`src/rtl/core/mc2p_pkg.sv`:
```
package mc2p_pkg;

   localparam int WORD_BITS = 32;
   localparam int FRAC_BITS = 16;
   localparam int DENS_BITS = WORD_BITS - 1;
   localparam int SQ_BITS   = 2 * WORD_BITS;
   localparam int QUO_BITS  = 40;
   localparam int DIVD_BITS = SQ_BITS;
   localparam int DIVR_BITS = WORD_BITS;
   localparam int HEAD_BITS = DIVD_BITS - QUO_BITS;
   localparam int ENG_BITS  = QUO_BITS + 1;
   localparam int IE_BITS   = ENG_BITS + 2;
   localparam int EM_SHIFT  = FRAC_BITS + 1;
   localparam int LANES     = 5;

   localparam int LANE_VX = 0;
   localparam int LANE_VY = 1;
   localparam int LANE_VZ = 2;
   localparam int LANE_CC = 3;
   localparam int LANE_EK = 4;

   localparam logic [ENG_BITS-1:0] ENG_CLAMP = {1'b1, {QUO_BITS{1'b0}}};
   localparam logic signed [WORD_BITS-1:0] SMAX = {1'b0, {(WORD_BITS-1){1'b1}}};
   localparam logic signed [WORD_BITS-1:0] SMIN = {1'b1, {(WORD_BITS-1){1'b0}}};

   typedef struct packed {
      logic [DIVR_BITS-1:0] rem;
      logic [QUO_BITS-1:0]  word;
      logic [DIVR_BITS-1:0] div;
      logic                 ovf;
   } lane_type;

   typedef struct packed {
      logic [DENS_BITS-1:0]        density;
      logic [LANE_CC:0]            neg;
      logic signed [WORD_BITS-1:0] et;
      logic [ENG_BITS-1:0]         em;
      logic signed [WORD_BITS-1:0] bx;
      logic signed [WORD_BITS-1:0] by;
      logic signed [WORD_BITS-1:0] bz;
      logic                        zero;
   } side_type;

   function automatic lane_type make_lane(logic [DIVD_BITS-1:0] n,
                                          logic [DIVR_BITS-1:0] d);
      lane_type r;
      r.rem  = {{(DIVR_BITS-HEAD_BITS){1'b0}}, n[DIVD_BITS-1:QUO_BITS]};
      r.word = n[QUO_BITS-1:0];
      r.div  = d;
      r.ovf  = ({{(DIVR_BITS-HEAD_BITS){1'b0}}, n[DIVD_BITS-1:QUO_BITS]} >= d);
      return r;
   endfunction

   function automatic lane_type div_step(lane_type l);
      logic [DIVR_BITS:0] t;
      lane_type           r;
      r = l;
      t = {l.rem, l.word[QUO_BITS-1]};
      if (t >= {1'b0, l.div}) begin
         t = t - {1'b0, l.div};
         r.word = {l.word[QUO_BITS-2:0], 1'b1};
      end else begin
         r.word = {l.word[QUO_BITS-2:0], 1'b0};
      end
      r.rem = t[DIVR_BITS-1:0];
      return r;
   endfunction

endpackage

```
`src/rtl/core/mc2p_back.sv`:
```
module mc2p_back (
   input  logic                                  clock,
   input  logic                                  reset,
   input  logic                                  en,
   input  logic                                  in_valid,
   input  mc2p_pkg::side_type                    in_side,
   input  mc2p_pkg::lane_type                    in_lane [mc2p_pkg::LANES],
   output logic                                  out_valid,
   output logic [mc2p_pkg::DENS_BITS-1:0]        density_out,
   output logic signed [mc2p_pkg::WORD_BITS-1:0] velocity_x,
   output logic signed [mc2p_pkg::WORD_BITS-1:0] velocity_y,
   output logic signed [mc2p_pkg::WORD_BITS-1:0] velocity_z,
   output logic signed [mc2p_pkg::WORD_BITS-1:0] internal_energy,
   output logic signed [mc2p_pkg::WORD_BITS-1:0] scalar_concentration,
   output logic signed [mc2p_pkg::WORD_BITS-1:0] centred_field_x,
   output logic signed [mc2p_pkg::WORD_BITS-1:0] centred_field_y,
   output logic signed [mc2p_pkg::WORD_BITS-1:0] centred_field_z,
   output logic                                  saturated,
   output logic                                  zero_density
);

   localparam int W  = mc2p_pkg::WORD_BITS;
   localparam int Q  = mc2p_pkg::QUO_BITS;
   localparam int IE = mc2p_pkg::IE_BITS;

   typedef struct packed {
      logic [mc2p_pkg::DENS_BITS-1:0] density;
      logic signed [W-1:0]            vx;
      logic signed [W-1:0]            vy;
      logic signed [W-1:0]            vz;
      logic signed [W-1:0]            ie;
      logic signed [W-1:0]            cc;
      logic signed [W-1:0]            bx;
      logic signed [W-1:0]            by;
      logic signed [W-1:0]            bz;
      logic                           sat;
      logic                           zero;
   } rsp_type;

   typedef struct packed {
      logic signed [W-1:0] value;
      logic                sat;
   } quot_type;

   function automatic quot_type fix_quot(mc2p_pkg::lane_type l, logic neg);
      quot_type            r;
      logic [Q-1:0]        limit;
      limit = neg ? {{(Q-W){1'b0}}, 1'b1, {(W-1){1'b0}}}
                  : {{(Q-W+1){1'b0}}, {(W-1){1'b1}}};
      r.sat = l.ovf || (l.word > limit);
      if (r.sat) begin
         r.value = neg ? mc2p_pkg::SMIN : mc2p_pkg::SMAX;
      end else begin
         r.value = neg ? (~l.word[W-1:0] + 1'b1) : l.word[W-1:0];
      end
      return r;
   endfunction

   quot_type                      qx, qy, qz, qc;
   logic [mc2p_pkg::ENG_BITS-1:0] ek;
   logic signed [IE-1:0]          iw;
   logic                          ie_sat;
   logic signed [W-1:0]           ie_val;
   logic                          valid_ff, valid_in;
   rsp_type                       rsp_ff, rsp_in;

   assign qx = fix_quot(in_lane[mc2p_pkg::LANE_VX], in_side.neg[mc2p_pkg::LANE_VX]);
   assign qy = fix_quot(in_lane[mc2p_pkg::LANE_VY], in_side.neg[mc2p_pkg::LANE_VY]);
   assign qz = fix_quot(in_lane[mc2p_pkg::LANE_VZ], in_side.neg[mc2p_pkg::LANE_VZ]);
   assign qc = fix_quot(in_lane[mc2p_pkg::LANE_CC], in_side.neg[mc2p_pkg::LANE_CC]);
   assign ek = in_lane[mc2p_pkg::LANE_EK].ovf ? mc2p_pkg::ENG_CLAMP
             : {1'b0, in_lane[mc2p_pkg::LANE_EK].word};
   assign iw = {{(IE-W){in_side.et[W-1]}}, in_side.et}
             - $signed({2'b00, ek}) - $signed({2'b00, in_side.em});

   always_comb begin
      if (iw > $signed({{(IE-W){1'b0}}, mc2p_pkg::SMAX})) begin
         ie_sat = 1'b1;
         ie_val = mc2p_pkg::SMAX;
      end else if (iw < $signed({{(IE-W){1'b1}}, mc2p_pkg::SMIN})) begin
         ie_sat = 1'b1;
         ie_val = mc2p_pkg::SMIN;
      end else begin
         ie_sat = 1'b0;
         ie_val = iw[W-1:0];
      end
   end

   always_comb begin
      valid_in       = in_valid;
      rsp_in.density = in_side.density;
      rsp_in.bx      = in_side.bx;
      rsp_in.by      = in_side.by;
      rsp_in.bz      = in_side.bz;
      rsp_in.zero    = in_side.zero;
      if (in_side.zero) begin
         rsp_in.vx  = '0;
         rsp_in.vy  = '0;
         rsp_in.vz  = '0;
         rsp_in.ie  = '0;
         rsp_in.cc  = '0;
         rsp_in.sat = 1'b0;
      end else begin
         rsp_in.vx  = qx.value;
         rsp_in.vy  = qy.value;
         rsp_in.vz  = qz.value;
         rsp_in.ie  = ie_val;
         rsp_in.cc  = qc.value;
         rsp_in.sat = qx.sat | qy.sat | qz.sat | qc.sat | ie_sat;
      end
   end

   always_ff @(posedge clock) begin
      if (reset) begin
         valid_ff <= 1'b0;
      end else if (en) begin
         valid_ff <= valid_in;
      end
   end

   always_ff @(posedge clock) begin
      if (en) begin
         rsp_ff <= rsp_in;
      end
   end

   assign out_valid            = valid_ff;
   assign density_out          = rsp_ff.density;
   assign velocity_x           = rsp_ff.vx;
   assign velocity_y           = rsp_ff.vy;
   assign velocity_z           = rsp_ff.vz;
   assign internal_energy      = rsp_ff.ie;
   assign scalar_concentration = rsp_ff.cc;
   assign centred_field_x      = rsp_ff.bx;
   assign centred_field_y      = rsp_ff.by;
   assign centred_field_z      = rsp_ff.bz;
   assign saturated            = rsp_ff.sat;
   assign zero_density         = rsp_ff.zero;

endmodule

```
`config.mk`:
```
export PLATFORM = sky130hd
export DESIGN_NAME = mc2p_back
export DESIGN_NICKNAME = d
export VERILOG_FILES = /design/src/rtl/core/mc2p_pkg.sv /design/src/rtl/core/mc2p_back.sv
export SDC_FILE = /design/constraint.sdc
export NUM_CORES = 1
export LEC_CHECK = 0
export ABC_CLOCK_PERIOD_IN_PS = 7900
export BUFFER_PORTS_ARGS = -buffer_cell sky130_fd_sc_hd__clkbuf_2
export CAP_MARGIN = 20
export CORE_AREA = 8 8 388 390
export CTS_CLUSTER_DIAMETER = 200
export DETAILED_ROUTE_END_ITERATION = 10
export DIE_AREA = 0 0 396 398
export SYNTH_ARGS = -nofsm -noshare
export SYNTH_HDL_FRONTEND = slang
export SYNTH_SLANG_ARGS = --single-unit
```
`constraint.sdc`:
```
create_clock -name clock -period 7.9 [get_ports clock]
set_clock_uncertainty 0.05 [all_clocks]
set_input_delay 1.975 -clock clock [delete_from_list [all_inputs] [get_ports clock]]
set_output_delay 1.975 -clock clock [all_outputs]
set_load 0.1 [all_outputs]
```
==> results.md, run 1 <==
* Most frequent cells in the layout: clkbuf_2, edfxtp_1, a21oi_1
* DPL Wire Length at 80.0 mm
* RSZ-0062 raised after global routing: no
* # rows at 140
* Initial antenna violation count at 20
* Post-Route Utilization at approximately 19%
* Slew headroom at 33.3%
* Cell leakage power at 11.1 nW
* Share of the synthesized area in the top cell type at 42.1%
* Share of cells above drive strength 1 at 31.2%
* DRC at 0
* Min Tclk post-route at approximately 6500 ps
* H-tree Lvls at 2
* Commonest non-fill, non-tap cell in the layout: clkbuf_2
* Slew of the pin with the lowest slew margin at 1000 ps
* Num CTS Buffers at 42
* Post-synthesis xor/xnor area fraction at 1.83%
* Place WS at 788 ps
* Syn. warnings at 0
* Vias at 19900
* Non-Filler Instances at approximately 4700
* Post-DR vias/cell at 4.20
* Fmax at roughly 0.15 GHz
* Worst r2r path cells at 2
* Max Cap Viol at 0
* DRT iter0 DRCs at 1221
* Crit path max fanout at 24
* GRT overflow at 0
* Clock transition at path regs at 60 ps
* Syn Nets at 3057
* Post-Synth Adder-Cell Area at about 15%
* P&R area growth vs syn at 35.1%
* Post-synth cell types at 77
* Critical Path RT at 8250 ps
* Core region area at 0.145 mm^2
* TNS Setup at 0 ps
* TritonRoute pass-1 iters at 7
* Final Cycle Share at 82.8%
* Gate Count Post-Synth at 2106
* Root buffer cell: clkbuf_16
* Drt total wl at 97.9 mm
* R2R Setup Slk at between 7000 and 8000 ps
* Slew Limit Fails at 0
* Endpoints failing hold at 0
* Largest net degree at the start of global routing at 134
* Clk sinks at 290
* Die H at 398 um
* Largest cells by area after synthesis: edfxtp_1, ha_1, a21oi_1
* Die W at 396 um
* Pwr/cell area at around 230 mW/mm^2
* Post-route ant nets at 0
* Worst-Skew Late Latency at 580 ps
* Hold Path End: out_valid$_SDFFE_PP0P_
* Max clock buf depth at 3
* Kind of critical path: primary input to flip-flop
* GRT Util Overall at 11.7%
* Routability cong. at 0.910
* Worst setup margin at ~1400 ps
* Mux contribution to synthesized area at 0.777%
* Routed len/inst at 20.6 um
* Number of global-route vias before repair at about 20000
* Critical R2R Launch: out_valid$_SDFFE_PP0P_
* Final setup viols at 0
* Port Buffers at 703
* Mapped cell area at 0.0206 mm^2
* First-pass GRT wire length at ~140 mm
* # IOs at 1024
* Status: finished clean
* Largest family of logic cells by synthesized area: simple AND/OR/NAND/NOR gates
* Die area at 0.158 mm^2
* WP data arrival at 6890 ps
* Maximum VDD drop at 188 uV
* CTS tree: yes
* Sequential area share after synthesis at 42.2%
* Synth Area in Compound Gates at 18.1%
* Initial core utilization at roughly 14%
* Setup crit end kind: flip-flop
* Hold/Removal Path Class: flip-flop to flip-flop
* EDFF count, synth at 289
* Cell taking the most area after synthesis: edfxtp_1
* Nets at between 3000 and 4000
* Worst r2r dst: out_valid$_SDFFE_PP0P_
* Crit start category: primary input
* HP Start: out_valid$_SDFFE_PP0P_
* Register bit total from synthesis at 290
* Post-CTS Setup Inserts at 0
* Post-synth ARST share at 0%
* Placed insts at 4651
* Post-synthesis simple-gate area fraction at 18.7%
* Number of hold buffers added after CTS at 0
* CTS resizes at 0
* Mean post-synth cell area at 9.78 um^2
* Dominant synthesized flop cell: edfxtp_1
* Hold path cells at 2
-- cell usage after synthesis, drive strengths merged (26+ instances only) --
library cell	count
o21ai	152
nor3	93
edfxtp	289
nand3	61
a21oi	184
nor2	158
or2	34
or3	43
nand2	169
o21a	28
a21o	44
fa	41
clkbuf	97
xnor2	27
a31oi	49
inv	76
ha	176
nor4	26
nand4	50
-- routing by layer --
metal	wire length, um	vias to the layer above	global-route usage, %
met5	49	-	0
met3	9910	115	4.72
met4	2640	10	3.07
met2	46100	860	19.9
li1	-	9384	-
met1	39200	9521	13.6
-- sequential cells by signal, indices dropped and copies added, names as in the netlist --
register,count
scalar_concentration,32
centred_field_x,32
centred_field_z,32
velocity_y,32
velocity_z,32
velocity_x,32
density_out,31
centred_field_y,32
internal_energy,32
zero_density,1
out_valid,1
saturated,1
-- critical path: stages --
cell and delay (ps):
clkbuf_2 130, inv_1 240, buf_4 320, nand2_1 150, fa_1 480, ha_1 450, nand2_1 180, o21ai_0 560
a21boi_0 300, nor3b_1 230, o211a_1 160, a311oi_1 390, nand4_1 210, nor4_4 260, buf_4 300, nor2_1 90
o41ai_1 430
-- per-stage QoR --
step           hold WS, ps  area, um^2  power [mW]
5_1_grt                554       27800        6.76
3_3_place_gp           435       26400        4.47
4_1_cts                483       27800        6.57
2_1_floorplan          921       20600        3.75
6_report               474       27800        6.45
3_5_place_dp           456       26400        4.48
-- worst max-delay path by stage --
| stage | start | endpoint | slack (ps) |
|---|---|---|---|
| after CTS | in_lane[0] | internal_energy[9]$_SDFFCE_PP0P_ | 1440 |
| final | in_lane[0] | internal_energy[9]$_SDFFCE_PP0P_ | 1360 |
| after floorplan | in_lane[0] | saturated$_SDFFCE_PP0P_ | 1750 |
| after detailed placement | in_lane[0] | internal_energy[10]$_SDFFCE_PP0P_ | 790 |
| after global routing | in_lane[0] | internal_energy[9]$_SDFFCE_PP0P_ | 1080 |
| after global placement | in_lane[0] | internal_energy[25]$_SDFFCE_PP0P_ | 830 |
-- cell families (layout without fill, tap and decap cells) --
family	count (synthesis)	in the layout
DFF	290	290
and+or+nand+nor	752	752
adders and majority gates	217	217
xor gates and xnor gates	43	43
AOI/OAI and AO/OA	603	603
other	0	12
muxes	16	16
buffers and inverters	185	891
-- area by class of cell --
cell class / count / area (um^2)
repair buffers: 736 / 3790
well taps: 1917 / 2400
multi-input cells: 1631 / 11200
clock inverters: 31 / 340
diodes: 12 / 30.0
clock buffers: 47 / 1090
flip-flops and latches: 290 / 8700
inverters: 77 / 289
fillers: 16000 / 117000
-- power breakdown --
part | total (mW) | leakage (nW) | switching, mW | internal [mW]
Clock | 2.01 | 0.670 | 0.835 | 1.17
Sequential | 1.94 | 2.82 | 0.0644 | 1.87
Combinational | 2.50 | 7.62 | 1.95 | 0.553
Total | 6.45 | 11.1 | 2.85 | 3.60
Note: power is estimated with default switching activity, not from simulation.
==> run 2, diff against run 1 <==
--- a/config.mk
+++ b/config.mk
@@ -5,13 +5,13 @@
 export SDC_FILE = /design/constraint.sdc
 export NUM_CORES = 1
 export LEC_CHECK = 0
-export ABC_CLOCK_PERIOD_IN_PS = 7900
+export ABC_CLOCK_PERIOD_IN_PS = 5830
 export BUFFER_PORTS_ARGS = -buffer_cell sky130_fd_sc_hd__clkbuf_2
 export CAP_MARGIN = 20
-export CORE_AREA = 8 8 388 390
+export CORE_AREA = 8 8 393 395
 export CTS_CLUSTER_DIAMETER = 200
 export DETAILED_ROUTE_END_ITERATION = 10
-export DIE_AREA = 0 0 396 398
+export DIE_AREA = 0 0 401 403
 export SYNTH_ARGS = -nofsm -noshare
 export SYNTH_HDL_FRONTEND = slang
 export SYNTH_SLANG_ARGS = --single-unit
==> constraint.sdc (replaced) <==
create_clock -name clock -period 5.83 [get_ports clock]
set_clock_uncertainty 0.05 [all_clocks]
set_input_delay 1.4575 -clock clock [delete_from_list [all_inputs] [get_ports clock]]
set_output_delay 1.4575 -clock clock [all_outputs]
set_load 0.1 [all_outputs]
==> run 2 against run 1 <==
Net effect:
- global-route usage is 0.52 points higher
- setup slack worse by 1100 ps
- clock-buffer cell count is 6 higher
- critical path type unchanged
- largest power group unchanged
==> results.md, run 2 (same netlist as run 1, synthesis figures left out) <==
* CTS tree: yes
* GRT Util Overall at 12.2% (+0.52 points)
* Cell leakage power at 11.8 nW (+6.2%)
* Clock transition at path regs at 60 ps (about the same)
* Nets at 3870 (+3.8%)
* Placed insts at 4818 (+3.6%)
* DPL Wire Length at 86.3 mm (+7.8%)
* CTS resizes at 0 (unchanged)
* Final Cycle Share at 95.8%
* Slowest stage delay, CP at 460 ps (-100 ps)
* NetSw at 3.92 mW (+37%)
* Drt total wl at 104 mm (+6.0%)
* Die H at 403 um (+1.3%)
* Post-CTS Setup Inserts at 0 (unchanged)
* Num CTS Buffers at 43 (+2.4%)
* Hold Path End: out_valid$_SDFFE_PP0P_
* GRT overflow at 0 (unchanged)
* Switching share of power at 43.7% (-0.49 points)
* Combinational Power Share at 41.0% (+2.2 points)
* Min Tclk post-route at 5580 ps
* Endpoints failing hold at 0 (unchanged)
* Share of cells above drive strength 1 at 34.3% (+3.1 points)
* First-pass GRT wire length at 146 mm (+5.6%)
* DRT iter0 DRCs at 1247 (+2.1%)
* Max clock buf depth at 3 (unchanged)
* Non-Filler Instances at 4910 (+3.6%)
* Number of hold buffers added after CTS at 0 (unchanged)
* Core region area at 0.149 mm^2 (+2.8%)
* Routed len/inst at 21.1 um (+2.3%)
* Kind of critical path: primary input to flip-flop
* Slowest stage cell, crit path: o21ai_0
* Largest net degree at the start of global routing at 93 (-31%)
* Most frequent CP cell: buf_4
* RSZ-0062 raised after global routing: no
* # rows at 142 (+1.4%)
* Pwr/cell area at 310 mW/mm^2 (+34%)
* DRC at 0 (unchanged)
* Overall Power at 8.96 mW (+39%)
* HP Start: out_valid$_SDFFE_PP0P_
* H-tree Lvls at 2 (unchanged)
* Post-DR vias/cell at 4.14 (-1.3%)
* Clk sinks at 290 (unchanged)
* Buf/Inv on CP at 6 (+2)
* Commonest non-fill, non-tap cell in the layout: clkbuf_2
* Initial core utilization at 13.9% (-0.39 points)
* Routability cong. at 0.928 (+1.9%)
* Crit path max fanout at 23 (-4.2%)
* Sequential Area at 0.00870 mm^2 (unchanged)
* CP Depth at 19 (+2)
* Port Buffers at 703 (unchanged)
* TritonRoute pass-1 iters at 5 (-2)
* Critical R2R Launch: out_valid$_SDFFE_PP0P_
* Setup crit end kind: flip-flop
* Cell Chain, Critical Path: clkbuf_2 > inv_1 > buf_12 > nand2_1 > fa_1 > ha_1 > a21oi_1 > a21oi_1 > buf_4 > o21ai_0 > nand4_1 > and4b_1 > or3_1 > a221oi_1 > nand4_1 > o21ai_1 > buf_4 > o311ai_0 > buf_4
* Critical Path RT at 6140 ps (-2110 ps)
* # IOs at 1024 (unchanged)
* WP data arrival at 5890 ps (-1000 ps)
* Fmax at 0.179 GHz
* P&R area growth vs syn at 40.5%
* Slew headroom at 39.7% (+6.3 points)
* Slew of the pin with the lowest slew margin at 898 ps (-102 ps)
* Die area at 0.162 mm^2 (+2.5%)
* Hold path cells at 2 (unchanged)
* Family with the most delay on the worst path: compound AO/OA/AOI/OAI gates
* Clk network pwr share at 29.8% (-1.3 points)
* Max Cap Viol at 0 (unchanged)
* Slew Limit Fails at 0 (unchanged)
* Number of global-route vias before repair at 20600 (+2.9%)
* Hold_ws at 495 ps (+20.4 ps)
* Worst r2r path cells at 2 (unchanged)
* Final setup viols at 0 (unchanged)
* Fillers at 16500 (+3.3%)
* Multi-input gate area at 0.0112 mm^2 (about the same)
* Most frequent cells in the layout: clkbuf_2, edfxtp_1, a21oi_1
* Cell Int Power at 5.04 mW (+40%)
* Status: finished clean
* Worst r2r dst: out_valid$_SDFFE_PP0P_
* Initial antenna violation count at 40 (+100%)
* Vias at 20300 (+2.3%)
* Root buffer cell: clkbuf_16
* Die W at 401 um (+1.3%)
* Hold/Removal Path Class: flip-flop to flip-flop
* Maximum VDD drop at 176 uV (-6.4%)
* R2R Setup Slk at 5170 ps (-2080 ps)
* Worst-Skew Late Latency at 590 ps (about the same)
* Post-route ant nets at 0 (unchanged)
* Register share of total power at 29.2% (-0.8 points)
* Crit start category: primary input
## run 2: cell count changes in the layout (fill, tap and decap cells not counted), moves of 3 or more
cell	delta
clkbuf_1	+6
buf_12	+4
clkinvlp_4	-5
buf_4	+136
clkinv_4	+3
## run 2: per-stage QoR
stage	TNS, ps	cell area [um^2]	util, %	setup WS [ps]
after global placement	-3990	27500	18.5	-224
after CTS	0	28900	19.5	408
after detailed placement	-5630	27500	18.5	-268
after floorplan	0	20600	-	197
final	0	28900	19.5	245
after global routing	0	28900	19.5	168
## run 2: routing by layer
| layer | track usage [%] | routed length [um] | vias to the layer above |
|---|---|---|---|
| met5 | 0 | 206 | - |
| met4 | 4.41 | 4100 | 32 |
| met3 | 5.68 | 11400 | 161 |
| met2 | 20.1 | 47300 | 874 |
| met1 | 13.8 | 40700 | 9616 |
| li1 | - | - | 9655 |
## run 2: tightest hold or removal path, delay by kind of cell (launching register included)
kind	cells	cell delay (ps)
flip-flops	1	310
multiplexers	1	120
AND/OR/NAND/NOR	1	60
## run 2: cell type report
cell class                      count  share of cell area (%)
Clock buffer                       53                    3.85
Inverter                           77                   0.998
Multi-Input combinational cell   1631                    38.7
Sequential cell                   290                    30.0
Timing Repair Buffer              876                    16.9
Clock inverter                     27                    1.01
Antenna cell                       12                   0.104
Tap cell                         1944                    8.40
## run 2: power groups by stage
stage / logic [mW] / clock network (mW) / registers [mW]
after floorplan: 1.04 / 0 / 4.05
after global placement: 3.67 / 0 / 2.66
after detailed placement: 3.69 / 0 / 2.66
after CTS: 3.70 / 2.82 / 2.62
after global routing: 3.92 / 2.88 / 2.63
final: 3.68 / 2.67 / 2.62
## run 2: worst max path at each step
stage / slack [ps] / start / end
detailed placement: -270 / in_lane[0] / internal_energy[25]$_SDFFCE_PP0P_
global placement: -220 / in_lane[0] / internal_energy[8]$_SDFFCE_PP0P_
finish: 250 / in_lane[0] / internal_energy[25]$_SDFFCE_PP0P_
CTS: 410 / in_lane[0] / internal_energy[8]$_SDFFCE_PP0P_
global route: 170 / in_lane[0] / internal_energy[25]$_SDFFCE_PP0P_
floorplan: 200 / in_lane[0] / saturated$_SDFFCE_PP0P_
